===== src/rtl/flqg_pkg.sv =====
`timescale 1ns / 1ps
// Shared types, widths and constants of the frame load quality governor.
// No dependencies; every other file refers to this package by scoped names.
package flqg_pkg;

  // Window geometry.
  localparam int WINDOW_DEPTH = 64;
  localparam int WIN_AW       = $clog2(WINDOW_DEPTH);
  localparam int CNT_W        = $clog2(WINDOW_DEPTH + 1);

  // Field widths.
  localparam int SAMPLE_W = 16;
  localparam int TIME_W   = 32;
  localparam int LEVEL_W  = 9;
  localparam int SUM_W    = SAMPLE_W + WIN_AW;
  localparam int ITER_W   = $clog2(SAMPLE_W);
  localparam int NUM_LEVELS = 5;
  localparam int MOTION_IDX = 4;

  // Stream words.
  localparam int IN_W      = 48;
  localparam int OUT_BITS  = 1 + SAMPLE_W + 2 + 1 + NUM_LEVELS * LEVEL_W;
  localparam int OUT_W     = 72;
  localparam int OUT_PAD   = OUT_W - OUT_BITS;

  // Configuration port.
  localparam int CFG_IDX_W  = 3;
  localparam int CFG_DATA_W = 16;

  localparam logic [CFG_IDX_W-1:0] REG_WARNING  = 3'd0;
  localparam logic [CFG_IDX_W-1:0] REG_CRITICAL = 3'd1;
  localparam logic [CFG_IDX_W-1:0] REG_COOLDOWN = 3'd2;
  localparam logic [CFG_IDX_W-1:0] REG_REDUCE   = 3'd3;
  localparam logic [CFG_IDX_W-1:0] REG_RESTORE  = 3'd4;
  localparam logic [CFG_IDX_W-1:0] REG_HOLD     = 3'd5;

  // Level constants in Q1.8.
  localparam logic [LEVEL_W-1:0] LEVEL_FULL   = 9'd256;
  localparam logic [LEVEL_W-1:0] MOTION_FLOOR = 9'd77;

  typedef logic [LEVEL_W-1:0] level_t;
  typedef level_t levels_t [NUM_LEVELS];

  typedef enum logic [1:0] {
    GRADE_OPTIMAL  = 2'd0,
    GRADE_WARNING  = 2'd1,
    GRADE_CRITICAL = 2'd2
  } grade_t;

  typedef enum logic [2:0] {
    ST_IDLE,
    ST_WIN,
    ST_DIV,
    ST_GRADE,
    ST_ADJ,
    ST_ADJ2,
    ST_OUT
  } state_t;

  // One level step request: reduce, or restore when restore is set.
  typedef struct packed {
    logic valid;
    logic restore;
  } lvl_cmd_t;

endpackage


===== src/rtl/flqg_window.sv =====
`timescale 1ns / 1ps
// Ring window of frame-time samples with running sum and fill count.
// Depends on flqg_pkg.
module flqg_window (
  input  logic                          clk,
  input  logic                          rst,
  input  logic                          start,
  input  logic [flqg_pkg::SAMPLE_W-1:0] sample,
  output logic [flqg_pkg::SUM_W-1:0]    sum,
  output logic [flqg_pkg::CNT_W-1:0]    count,
  output logic                          busy,
  output logic                          done
);

  localparam logic [flqg_pkg::CNT_W-1:0] DEPTH_CNT  = flqg_pkg::CNT_W'(flqg_pkg::WINDOW_DEPTH);
  localparam logic [flqg_pkg::WIN_AW-1:0] LAST_SLOT =
    flqg_pkg::WIN_AW'(flqg_pkg::WINDOW_DEPTH - 1);

  logic [flqg_pkg::SAMPLE_W-1:0] mem [flqg_pkg::WINDOW_DEPTH];
  logic [flqg_pkg::SAMPLE_W-1:0] old_data;
  logic [flqg_pkg::SAMPLE_W-1:0] sample_r;
  logic [flqg_pkg::WIN_AW-1:0]   slot;
  logic                          upd;
  logic                          full;
  logic [flqg_pkg::SUM_W-1:0]    sum_next;

  assign full = (count == DEPTH_CNT);
  assign busy = upd;

  // The oldest entry is only subtracted once the window has wrapped.
  always_comb begin
    if (full) begin
      sum_next = sum - flqg_pkg::SUM_W'(old_data) + flqg_pkg::SUM_W'(sample_r);
    end else begin
      sum_next = sum + flqg_pkg::SUM_W'(sample_r);
    end
  end

  always_ff @(posedge clk) begin
    if (start) begin
      old_data <= mem[slot];
      sample_r <= sample;
    end
  end

  always_ff @(posedge clk) begin
    if (upd) begin
      mem[slot] <= sample_r;
    end
  end

  always_ff @(posedge clk) begin
    if (rst) begin
      slot  <= '0;
      count <= '0;
      sum   <= '0;
      upd   <= 1'b0;
      done  <= 1'b0;
    end else begin
      upd  <= start;
      done <= upd;
      if (upd) begin
        sum  <= sum_next;
        slot <= (slot == LAST_SLOT) ? '0 : slot + 1'b1;
        if (!full) begin
          count <= count + 1'b1;
        end
      end
    end
  end

endmodule


===== src/rtl/flqg_div.sv =====
`timescale 1ns / 1ps
// Bit-serial restoring divider producing the 16-bit window mean.
// Depends on flqg_pkg.
module flqg_div (
  input  logic                          clk,
  input  logic                          rst,
  input  logic                          start,
  input  logic [flqg_pkg::SUM_W-1:0]    dividend,
  input  logic [flqg_pkg::CNT_W-1:0]    divisor,
  output logic [flqg_pkg::SAMPLE_W-1:0] quotient,
  output logic                          busy,
  output logic                          done
);

  localparam logic [flqg_pkg::ITER_W-1:0] LAST_ITER = flqg_pkg::ITER_W'(flqg_pkg::SAMPLE_W - 1);

  logic [flqg_pkg::CNT_W-1:0]    rem;
  logic [flqg_pkg::SAMPLE_W-1:0] shreg;
  logic [flqg_pkg::ITER_W-1:0]   iter;
  logic [flqg_pkg::CNT_W:0]      trial;
  logic [flqg_pkg::CNT_W:0]      diff;
  logic                          ge;

  // The mean of 16-bit samples fits 16 bits, so the upper dividend bits are
  // already below the divisor and only 16 quotient bits remain to be found.
  assign trial = {rem, shreg[flqg_pkg::SAMPLE_W-1]};
  assign diff  = trial - {1'b0, divisor};
  assign ge    = (trial >= {1'b0, divisor});
  assign quotient = shreg;

  always_ff @(posedge clk) begin
    if (start) begin
      rem   <= flqg_pkg::CNT_W'(dividend[flqg_pkg::SUM_W-1:flqg_pkg::SAMPLE_W]);
      shreg <= dividend[flqg_pkg::SAMPLE_W-1:0];
    end else if (busy) begin
      rem   <= ge ? diff[flqg_pkg::CNT_W-1:0] : trial[flqg_pkg::CNT_W-1:0];
      shreg <= {shreg[flqg_pkg::SAMPLE_W-2:0], ge};
    end
  end

  always_ff @(posedge clk) begin
    if (rst) begin
      busy <= 1'b0;
      done <= 1'b0;
      iter <= '0;
    end else begin
      done <= 1'b0;
      if (start) begin
        busy <= 1'b1;
        iter <= '0;
      end else if (busy) begin
        iter <= iter + 1'b1;
        if (iter == LAST_ITER) begin
          busy <= 1'b0;
          done <= 1'b1;
        end
      end
    end
  end

endmodule


===== src/rtl/flqg_levels.sv =====
`timescale 1ns / 1ps
// Five Q1.8 quality levels with saturating reduce and restore steps.
// Depends on flqg_pkg.
module flqg_levels (
  input  logic                         clk,
  input  logic                         rst,
  input  flqg_pkg::lvl_cmd_t           cmd,
  input  logic [flqg_pkg::LEVEL_W-1:0] reduce_step,
  input  logic [flqg_pkg::LEVEL_W-1:0] restore_step,
  output flqg_pkg::levels_t            levels
);

  flqg_pkg::levels_t             levels_next;
  logic [flqg_pkg::LEVEL_W-2:0]  red_half;
  logic [flqg_pkg::LEVEL_W-2:0]  res_half;
  logic [flqg_pkg::LEVEL_W:0]    up_sum;
  logic [flqg_pkg::LEVEL_W:0]    floor_sum;

  assign red_half = reduce_step[flqg_pkg::LEVEL_W-1:1];
  assign res_half = restore_step[flqg_pkg::LEVEL_W-1:1];
  assign floor_sum = {1'b0, flqg_pkg::MOTION_FLOOR} + {2'b00, red_half};

  always_comb begin
    up_sum = '0;
    for (int i = 0; i < flqg_pkg::MOTION_IDX; i++) begin
      if (cmd.restore) begin
        up_sum = {1'b0, levels[i]} + {1'b0, restore_step};
        levels_next[i] = (up_sum > {1'b0, flqg_pkg::LEVEL_FULL}) ?
                         flqg_pkg::LEVEL_FULL : up_sum[flqg_pkg::LEVEL_W-1:0];
      end else begin
        levels_next[i] = (levels[i] > reduce_step) ? levels[i] - reduce_step : '0;
      end
    end
    // Motion scale moves by half a step and never drops under its floor.
    if (cmd.restore) begin
      up_sum = {1'b0, levels[flqg_pkg::MOTION_IDX]} + {2'b00, res_half};
      levels_next[flqg_pkg::MOTION_IDX] = (up_sum > {1'b0, flqg_pkg::LEVEL_FULL}) ?
        flqg_pkg::LEVEL_FULL : up_sum[flqg_pkg::LEVEL_W-1:0];
    end else begin
      levels_next[flqg_pkg::MOTION_IDX] =
        ({1'b0, levels[flqg_pkg::MOTION_IDX]} >= floor_sum) ?
        levels[flqg_pkg::MOTION_IDX] - {1'b0, red_half} : flqg_pkg::MOTION_FLOOR;
    end
  end

  always_ff @(posedge clk) begin
    if (rst) begin
      for (int i = 0; i < flqg_pkg::NUM_LEVELS; i++) begin
        levels[i] <= flqg_pkg::LEVEL_FULL;
      end
    end else if (cmd.valid) begin
      levels <= levels_next;
    end
  end

endmodule


===== src/rtl/frame_load_quality_governor.sv =====
`timescale 1ns / 1ps
// Top level of the frame load quality governor: control, grading, cooldown.
// Depends on flqg_pkg, flqg_window, flqg_div and flqg_levels.
//
//  Channel   Direction  Handshake          Words
//  s_*       in         s_tvalid/s_tready  one frame-time sample with timestamp
//  m_*       out        m_tvalid/m_tready  one result word per input word
//  cfg_*     in         cfg_we             register writes, no read-back
//
// A nonzero word passes through the window (kick, registered memory read,
// then write and sum update), the bit-serial divider (load and 16 quotient
// bits), grading and cooldown, up to two level steps and the output register
// load, one word at a time. A zero word goes straight to the output stage.
// The input is ready again in the cycle after the result is loaded. Reset
// (rst, synchronous) restores the register defaults, empties the window and
// sets every level to full. The result sits in an output register, so the
// next word is taken while a stalled result waits for m_tready.
module frame_load_quality_governor (
  input  logic                            clk,
  input  logic                            rst,
  input  logic                            s_tvalid,
  output logic                            s_tready,
  // [15:0] frame_time, [47:16] now_ms
  input  logic [flqg_pkg::IN_W-1:0]       s_tdata,
  output logic                            m_tvalid,
  input  logic                            m_tready,
  // [0] accepted, [16:1] mean_frame_time, [18:17] load_level, [19] adjusted,
  // [28:20] rain_density, [37:29] particle_density, [46:38] animation_intensity,
  // [55:47] constellation_density, [64:56] motion_scale, [71:65] zero
  output logic [flqg_pkg::OUT_W-1:0]      m_tdata,
  input  logic                            cfg_we,
  input  logic [flqg_pkg::CFG_IDX_W-1:0]  cfg_index,
  input  logic [flqg_pkg::CFG_DATA_W-1:0] cfg_data
);

  // Configuration registers.
  logic [flqg_pkg::SAMPLE_W-1:0] warning_threshold;
  logic [flqg_pkg::SAMPLE_W-1:0] critical_threshold;
  logic [flqg_pkg::SAMPLE_W-1:0] cooldown_ms;
  logic [flqg_pkg::LEVEL_W-1:0]  reduce_step;
  logic [flqg_pkg::LEVEL_W-1:0]  restore_step;
  logic                          hold_levels;

  flqg_pkg::state_t state;
  flqg_pkg::state_t state_next;

  // Per-word registers.
  logic [flqg_pkg::SAMPLE_W-1:0] sample;
  logic [flqg_pkg::TIME_W-1:0]   now_r;
  logic                          accepted_r;
  logic                          adjusted_r;

  // Held state kept across words; mean and grade are shown on every result.
  logic [flqg_pkg::SAMPLE_W-1:0] mean_value;
  flqg_pkg::grade_t              grade;
  logic [flqg_pkg::TIME_W-1:0]   last_adjust_ms;
  logic                          seen_first;

  logic                          s_fire;
  logic                          win_start;
  logic                          div_start;
  logic                          out_load;
  flqg_pkg::lvl_cmd_t            lvl_cmd;

  logic [flqg_pkg::SUM_W-1:0]    win_sum;
  logic [flqg_pkg::CNT_W-1:0]    win_count;
  logic                          win_busy;
  logic                          win_done;
  logic [flqg_pkg::SAMPLE_W-1:0] quotient;
  logic                          div_busy;
  logic                          div_done;
  flqg_pkg::levels_t             levels;

  flqg_pkg::grade_t              grade_new;
  logic [flqg_pkg::TIME_W-1:0]   last_eff;
  logic [flqg_pkg::TIME_W-1:0]   elapsed;
  logic                          cool_ok;

  assign s_fire = s_tvalid && s_tready;

  flqg_window u_window (
    .clk    (clk),
    .rst    (rst),
    .start  (win_start),
    .sample (sample),
    .sum    (win_sum),
    .count  (win_count),
    .busy   (win_busy),
    .done   (win_done)
  );

  flqg_div u_div (
    .clk      (clk),
    .rst      (rst),
    .start    (div_start),
    .dividend (win_sum),
    .divisor  (win_count),
    .quotient (quotient),
    .busy     (div_busy),
    .done     (div_done)
  );

  flqg_levels u_levels (
    .clk          (clk),
    .rst          (rst),
    .cmd          (lvl_cmd),
    .reduce_step  (reduce_step),
    .restore_step (restore_step),
    .levels       (levels)
  );

  // Grade of the fresh mean, and time since the last adjustment point. The
  // first accepted sample becomes its own adjustment point.
  always_comb begin
    if (quotient >= critical_threshold) begin
      grade_new = flqg_pkg::GRADE_CRITICAL;
    end else if (quotient >= warning_threshold) begin
      grade_new = flqg_pkg::GRADE_WARNING;
    end else begin
      grade_new = flqg_pkg::GRADE_OPTIMAL;
    end
    last_eff = seen_first ? last_adjust_ms : now_r;
    elapsed  = now_r - last_eff;
    cool_ok  = (elapsed >= flqg_pkg::TIME_W'(cooldown_ms));
  end

  // Next state.
  always_comb begin
    state_next = state;
    unique case (state)
      flqg_pkg::ST_IDLE: begin
        if (s_fire) begin
          state_next = (s_tdata[flqg_pkg::SAMPLE_W-1:0] != '0) ?
                       flqg_pkg::ST_WIN : flqg_pkg::ST_OUT;
        end
      end
      flqg_pkg::ST_WIN: begin
        if (win_done) begin
          state_next = flqg_pkg::ST_DIV;
        end
      end
      flqg_pkg::ST_DIV: begin
        if (div_done) begin
          state_next = flqg_pkg::ST_GRADE;
        end
      end
      flqg_pkg::ST_GRADE: begin
        state_next = (cool_ok && !hold_levels) ? flqg_pkg::ST_ADJ : flqg_pkg::ST_OUT;
      end
      flqg_pkg::ST_ADJ: begin
        state_next = (grade == flqg_pkg::GRADE_CRITICAL) ? flqg_pkg::ST_ADJ2 :
                     flqg_pkg::ST_OUT;
      end
      flqg_pkg::ST_ADJ2: begin
        state_next = flqg_pkg::ST_OUT;
      end
      flqg_pkg::ST_OUT: begin
        if (out_load) begin
          state_next = flqg_pkg::ST_IDLE;
        end
      end
      default: begin
        state_next = flqg_pkg::ST_IDLE;
      end
    endcase
  end

  // Control outputs of the sequencer.
  always_comb begin
    s_tready    = 1'b0;
    win_start   = 1'b0;
    div_start   = 1'b0;
    out_load    = 1'b0;
    lvl_cmd     = '0;
    unique case (state)
      flqg_pkg::ST_IDLE: begin
        s_tready = 1'b1;
      end
      flqg_pkg::ST_WIN: begin
        // The window is kicked in the cycle after acceptance, from the sample register.
        win_start = !win_busy && !win_done && (sample != '0);
        div_start = win_done;
      end
      flqg_pkg::ST_ADJ: begin
        lvl_cmd.valid   = 1'b1;
        lvl_cmd.restore = (grade == flqg_pkg::GRADE_OPTIMAL);
      end
      flqg_pkg::ST_ADJ2: begin
        lvl_cmd.valid = 1'b1;
      end
      flqg_pkg::ST_OUT: begin
        out_load = !m_tvalid || m_tready;
      end
      default: begin
      end
    endcase
  end

  // Configuration writes.
  always_ff @(posedge clk) begin
    if (rst) begin
      warning_threshold  <= 16'd5120;
      critical_threshold <= 16'd8448;
      cooldown_ms        <= 16'd1000;
      reduce_step        <= 9'd13;
      restore_step       <= 9'd5;
      hold_levels        <= 1'b0;
    end else if (cfg_we) begin
      unique case (cfg_index)
        flqg_pkg::REG_WARNING:  warning_threshold  <= cfg_data;
        flqg_pkg::REG_CRITICAL: critical_threshold <= cfg_data;
        flqg_pkg::REG_COOLDOWN: cooldown_ms        <= cfg_data;
        flqg_pkg::REG_REDUCE:   reduce_step        <= cfg_data[flqg_pkg::LEVEL_W-1:0];
        flqg_pkg::REG_RESTORE:  restore_step       <= cfg_data[flqg_pkg::LEVEL_W-1:0];
        flqg_pkg::REG_HOLD:     hold_levels        <= cfg_data[0];
        default: begin
        end
      endcase
    end
  end

  // Word registers, captured at acceptance and during grading.
  always_ff @(posedge clk) begin
    if (s_fire) begin
      sample     <= s_tdata[flqg_pkg::SAMPLE_W-1:0];
      now_r      <= s_tdata[flqg_pkg::IN_W-1:flqg_pkg::SAMPLE_W];
      accepted_r <= (s_tdata[flqg_pkg::SAMPLE_W-1:0] != '0);
      adjusted_r <= 1'b0;
    end else if (state == flqg_pkg::ST_GRADE) begin
      adjusted_r <= cool_ok && !hold_levels;
    end
  end

  always_ff @(posedge clk) begin
    if (rst) begin
      state          <= flqg_pkg::ST_IDLE;
      mean_value     <= '0;
      grade          <= flqg_pkg::GRADE_OPTIMAL;
      last_adjust_ms <= '0;
      seen_first     <= 1'b0;
      m_tvalid       <= 1'b0;
    end else begin
      state <= state_next;
      if (state == flqg_pkg::ST_GRADE) begin
        mean_value     <= quotient;
        grade          <= grade_new;
        seen_first     <= 1'b1;
        // The adjustment point moves on cooldown even while levels are held.
        last_adjust_ms <= cool_ok ? now_r : last_eff;
      end
      if (out_load) begin
        m_tvalid <= 1'b1;
      end else if (m_tready) begin
        m_tvalid <= 1'b0;
      end
    end
  end

  // Output register; payload needs no reset.
  always_ff @(posedge clk) begin
    if (out_load) begin
      m_tdata <= {{flqg_pkg::OUT_PAD{1'b0}},
                  levels[4], levels[3], levels[2], levels[1], levels[0],
                  adjusted_r, grade, mean_value, accepted_r};
    end
  end

  // The sequencer never takes a word while the window or divider is working.
  assert property (@(posedge clk) disable iff (rst)
    (win_busy || div_busy) |-> !s_tready)
    else $error("input taken while a word is still in flight");

  // A result reporting an adjustment must also report an accepted sample.
  assert property (@(posedge clk) disable iff (rst)
    (m_tvalid && m_tdata[19]) |-> m_tdata[0])
    else $error("adjustment reported on an ignored sample");

  // Motion scale never falls below its floor.
  assert property (@(posedge clk) disable iff (rst)
    m_tvalid |-> (m_tdata[64:56] >= flqg_pkg::MOTION_FLOOR))
    else $error("motion scale under floor");

  // The divider is only started once the window update has landed.
  assert property (@(posedge clk) disable iff (rst)
    div_start |-> $past(win_busy))
    else $error("divider started before the window sum was updated");

endmodule

===== config.mk =====
export PLATFORM = sky130hd
export DESIGN_NAME = frame_load_quality_governor
export DESIGN_NICKNAME = d
export VERILOG_FILES = /design/src/rtl/flqg_pkg.sv /design/src/rtl/flqg_window.sv /design/src/rtl/flqg_div.sv /design/src/rtl/flqg_levels.sv /design/src/rtl/frame_load_quality_governor.sv
export SDC_FILE = /design/constraint.sdc
export NUM_CORES = 2
export LEC_CHECK = 0
export BUFFER_PORTS_ARGS = -buffer_cell sky130_fd_sc_hd__buf_2
export CAP_MARGIN = 10
export CORE_ASPECT_RATIO = 1.2
export CORE_MARGIN = 10
export CORE_UTILIZATION = 50
export CTS_CLUSTER_SIZE = 40
export DETAILED_ROUTE_END_ITERATION = 8
export GPL_TIMING_DRIVEN = 0
export PLACE_DENSITY = 0.66
export SLEW_MARGIN = 20
export SYNTH_ARGS = -nofsm -noshare
export SYNTH_HDL_FRONTEND = slang
export SYNTH_SLANG_ARGS = --single-unit
export TNS_END_PERCENT = 20

===== constraint.sdc =====
create_clock -name clk -period 9.35 [get_ports clk]
set_input_delay 1.87 -clock clk [delete_from_list [all_inputs] [get_ports clk]]
set_output_delay 1.87 -clock clk [all_outputs]
set_load 0.005 [all_outputs]

* After elaboration in Yosys (flattened, before gate mapping)
Memory sizes are Yosys's and may differ from the RTL's. A register that Yosys moved wholly into a read port is not among the register bits.
Cells that the tools add are included.
** Word-level totals
- Flip-flop bits (word level) :: 364
- RAM bits :: 1024
- Input bits :: 72
- Output and inout bits :: 74
- Word-level logic and storage cells :: 164
- Memories kept :: 1
** Memory list
- u_window.mem :: depth 64, bits a word 16, read ports 1, clocked after memory_dff 1, write ports 1, RTL line flqg_window.sv:19 : logic [flqg_pkg::SAMPLE_W-1:0] mem [flqg_pkg::WINDOW_DEPTH];
** Cells by class
- Add/subtract/negate cells :: 19
- Magnitude comparators :: 14
- Eq/ne operators :: 19
- Multiplexer cells :: 48
- Bitwise gates (word level) :: 2
- Reduce and logical (&&, ||, !) cells :: 27
** Operators with widths (number)
- $mux W9 :: 15
- $mux W32 :: 2
- $gt A10 B9 Y1 const B :: 5
- $add A22 B16 Y22 :: 2
- $add A9 B9 Y10 :: 4
- $gt A9 B9 Y1 :: 4
- $sub A9 B9 Y9 :: 4
- $ge A16 B16 Y1 :: 2
- $ge A32 B16 Y1 :: 1
- $mux W16 :: 2
- $reduce_bool A16 Y1 :: 2
- $sub A32 B32 Y32 :: 1
- $mux W22 :: 1
- $sub A22 B16 Y22 :: 1
- $pmux W3 S7 :: 1
- $mux W6 :: 3
- $eq A3 B3 Y1 const B :: 5
- $mux W1 :: 15
- $mux W3 :: 5
- $reduce_and A2 Y1 :: 7
- $eq A3 B2 Y1 const B :: 4
- $add A9 B8 Y10 :: 1
- $ge A9 B10 Y1 :: 1
- $add A7 B8 Y9 const A :: 1
- other kinds (25) :: 40

* Logic depth before layout (Yosys ltp)
- Depth after elaboration :: 6
- Mapped depth :: 25
- Mapped depth without buffers :: 22

* Cells and area by module
From an unflattened synthesis, not the netlist that was laid out.
** Second synthesis, totals
- Cell total of the unflattened synthesis :: 4604
- Area, all modules :: 61245.0 sq um
** Modules (own cells, without submodules)
- flqg_window :: times used 1, cells each 2489, area each 41830.1 sq um, seq. area each 32451.1 sq um
- frame_load_quality_governor :: times used 1, cells each 1180, area each 11606.1 sq um, seq. area each 5885.6 sq um
- flqg_levels :: times used 1, cells each 793, area each 6163.4 sq um, seq. area each 900.9 sq um
- flqg_div :: times used 1, cells each 142, area each 1645.3 sq um, seq. area each 800.8 sq um

* Least setup slack after synthesis
OpenSTA, ideal clock, no wires.
- Kind :: in2reg
- Start point :: in m_tready
- End point :: reg m_tdata[0] (netlist name), enable pin
- Setup time :: 488 ps
- Data arrival time :: 4639 ps
- Data required time :: 8862 ps
- Slack :: 4223 ps
- Stages :: 2
- Buffers on the path :: 0
- Cell sequence :: nor2b_1 > nor2_1
** On the way
- Longest elaborated chain between the ends :: 2
** RTL lines
- from (decl) :: RTL line frame_load_quality_governor.sv:26 : input logic m_tready,
- $logic_or A1 B1 Y1 :: RTL line frame_load_quality_governor.sv:192 : out_load = !m_tvalid || m_tready;
- $mux W1 :: RTL line frame_load_quality_governor.sv:175 : unique case (state)
- via out_load :: RTL line frame_load_quality_governor.sv:62 : logic out_load;
- to (signal assigned) :: RTL line frame_load_quality_governor.sv:262 : m_tdata <= {{flqg_pkg::OUT_PAD{1'b0}},
- to (decl) :: RTL line frame_load_quality_governor.sv:30 : output logic [flqg_pkg::OUT_W-1:0] m_tdata,
The timed path passes the listed nets, and every way through them passes these cells.
A chain may end at the register's enable or synchronous reset.

* Worst setup path after layout
- Start point :: reg u_window.slot[0] (netlist name)
- End point :: mem u_window.mem[55][9] (netlist name), enable pin
** RTL lines
- from (decl) :: RTL line flqg_window.sv:22 : logic [flqg_pkg::WIN_AW-1:0] slot;
- from (signal assigned) :: RTL line flqg_window.sv:64 : slot <= (slot == LAST_SLOT) ? '0 : slot + 1'b1;
- to (decl) :: RTL line flqg_window.sv:19
No word-level cell before the write port.

==> flow_summary.yaml <==
timing:
  tightest_slew_ns: 1.28
  setup_viol: 0
  timing.setup.tns_ns: 0
  relSlewSlack: 0.144
  whs_ns: 0.426
  fin_crit_sh: 0.646
  drv_slew: 0
  hold_viol_final: 0
  rsz0062_at_grt: "false"
  max_freq_mhz: 166
  skew_ns: 0.0497
  min_period_ns: 6.04
placed_design:
  numPortBuffers: 137
  dp_hpwl_um: 147000
  gp_congestion: 0.984
  dpl_cell_area_um2: 65500
floorplan:
  dieArea_um2: 136000
  ios: 146
  initial_utilization: 0.505
  fp.dieH_um: 402
  die_width_um: 338
  std_cell_rows: 139
  coreArea_um2: 120000
worst_setup_path:
  critPathMaxStageDelay_ns: 0.89
  reg2reg_from: "u_window.slot[0]$_SDFFE_PP0P_"
  arrival_ns: 6.55
  crit_type: "flop to flop"
  worstPathRequired_ns: 9.86
  cp_max_fo: 10
  crit_path_start: "u_window.slot[0]$_SDFFE_PP0P_"
  cp_slowest_cell: "clkbuf_1"
  worst_path_most_repeated_cell: "clkbuf_1"
  cp-end-kind: "flop"
  crit_chain: "clkbuf_1 > and3_1 > clkbuf_1 > clkbuf_1 > buf_1 > buf_1 > nand2_1 > nor2_2 > buf_6"
  startpoint_type: "flop"
synthesis:
  synth_mux_area_frac: 0.0115
  ys_types: 99
  synth_compound_area_frac: 0.151
  yosysSeqAreaShare: 0.660
  syn_inst: 4557
  ys_ff_latch: 1404
  synth-edff-count: 1192
  yosys-top-cells-area: "edfxtp_1 59%, dfxtp_1 7.0%, ha_1 4.8%"
  synthXorXnorAreaFrac: 0.0169
  yosysTopAreaCellShare: 0.590
  ys_dominant_reg_cell: "edfxtp_1"
  synthArstFlopShare: 0
  synth.cell_area_um2: 60700
  avgSynthCellArea_um2: 13.3
  synth_fa_ha_area_frac: 0.0574
  yosys.area.top_type: "edfxtp_1"
  synth-simple-area-share: 0.0734
  synth_top_family_by_area: "compound AO/OA/AOI/OAI gates"
  yosysWarnings: 0
run:
  drv_cap: 0
grt:
  antenna_found_initial: 7
  grt.overflow.total: 0
  grt_pass1_wl_um: 295000
  grt_usage: 0.306
  grt_pass1_vias: 41000
  grt_start_max_net_pins: 51
cells_and_area:
  drive_gt1_frac: 0.132
  fillers: 9540
  final_cell_area_um2: 70100
  most-common-layout-cells: "1,192 x edfxtp_1, 373 x nand2_1, 279 x a22oi_1, 232 x ha_1, 226 x a21oi_1"
  final_common_cell: "edfxtp_1"
  final_util: 0.584
  layout.nets: 5293
  area_growth_pct: 15.6
min_path:
  hold_class: "flop to flop"
  hp-start: "adjusted_r$_SDFFE_PP0P_"
pwr:
  peakVddDrop_mv: 0.194
  power.density_nw_per_um2: 199
  p_leak_uw: 0.0242
clock_network:
  clkTransAtPathRegs_ns: 0.06
  post-cts-setup-buffers: 0
  clk_latency_ns: 0.82
  cts_num_sinks: 1404
  cts_buffers: 141
  cts_resized: 0
  cts_tree: "built"
  cts-root-to-sink-buffers: 3
  cts_root_buf: "clkbuf_16"
  cts_hold_buf: 0
  htree_levels: 4
drt:
  totalWireLength_um: 212000
  viasPerCell: 6.48
  dr.first_iter.drc_count: 5919
  ant_nets: 0
  wl_per_cell_um: 31.7
  drt_first_pass_iters: 6
  post-route-drc-count: 0
  vias: 43400
status:
  status: "completed"
==> state kept, by name (all words and copies together) (netlist names), 22 cells and up <==
| signal | flops |
|---|---|
| last_adjust_ms | 32 |
| m_tdata | 65 |
| now_r | 32 |
| u_levels.levels | 45 |
| u_window.mem | 1024 |
| u_window.sum | 22 |
==> path summary, 6_finish.rpt <==
check	cells after the start	slack [ns]	end
worst max-delay path	9	3.31	u_window.mem[55][9]$_DFFE_PP_
worst min-delay path	0	0.43	m_tdata[19]$_DFFE_PP_
worst max register to register	9	3.31	u_window.mem[55][9]$_DFFE_PP_
worst min register to register	0	0.43	m_tdata[19]$_DFFE_PP_
==> worst max-delay path, delay by kind of cell (launching register included) <==
family                 cells  cell delay (ns)
buffers and inverters      6             3.38
DFF                        1             0.33
and+or+nand+nor            3             1.98
==> routing by layer <==
| layer | vias to the layer above | global-route usage | routed length (um) |
|---|---|---|---|
| met1 | 21200 | 0.366 | 74000 |
| met5 | - | 0 | 56 |
| li1 | 18400 | - | - |
| met3 | 728 | 0.0836 | 24600 |
| met4 | 8 | 0.211 | 17100 |
| met2 | 2969 | 0.475 | 96400 |
==> metrics by stage <==
stage,setup slack (ns),instances,power (uW)
floorplan,4.22,4563,7900
global route,3.12,6693,14300
CTS,3.58,6693,14000
finish,3.31,6697,14000
global placement,2.16,6321,8340
detailed placement,3.62,6438,8430
==> report_power, final <==
part / switching (uW) / internal [uW] / total [uW]
Combinational: 876 / 476 / 1350
Sequential: 76.4 / 6910 / 6990
Clock: 2550 / 3090 / 5640
==> cell usage after synthesis (83+ instances only) <==
master	n
nor2_1	244
xnor2_1	83
a22oi_1	279
clkbuf_1	177
a31oi_1	133
edfxtp_1	1192
o21ai_0	144
a221oi_1	144
inv_1	213
a21oi_1	226
dfxtp_1	212
ha_1	232
a22o_1	120
nand2_1	373
==> kinds of logic (layout without fill, tap and decap cells) <==
family / Yosys count / count (layout)
compound gates: 1295 / 1295
xor+xnor: 117 / 117
fa+ha+maj: 261 / 261
flops: 1404 / 1404
mux: 70 / 70
simple gates: 956 / 956
buf+inv: 453 / 962
other cells: 1 / 11
==> cell type report <==
cell class	instances	area (um^2)	share of cell area
sequential	1404	40000	0.571
buffer	240	1080	0.0154
clock inverter	82	870	0.0124
clock buffer	173	3740	0.0533
inverter	213	800	0.0114
timing repair buffer	254	2450	0.0349
multi-input combinational	2706	19100	0.273
antenna	4	10.0	0.000143
tap	1621	2030	0.0289
No activity file was read; power rests on OpenSTA's default activity.
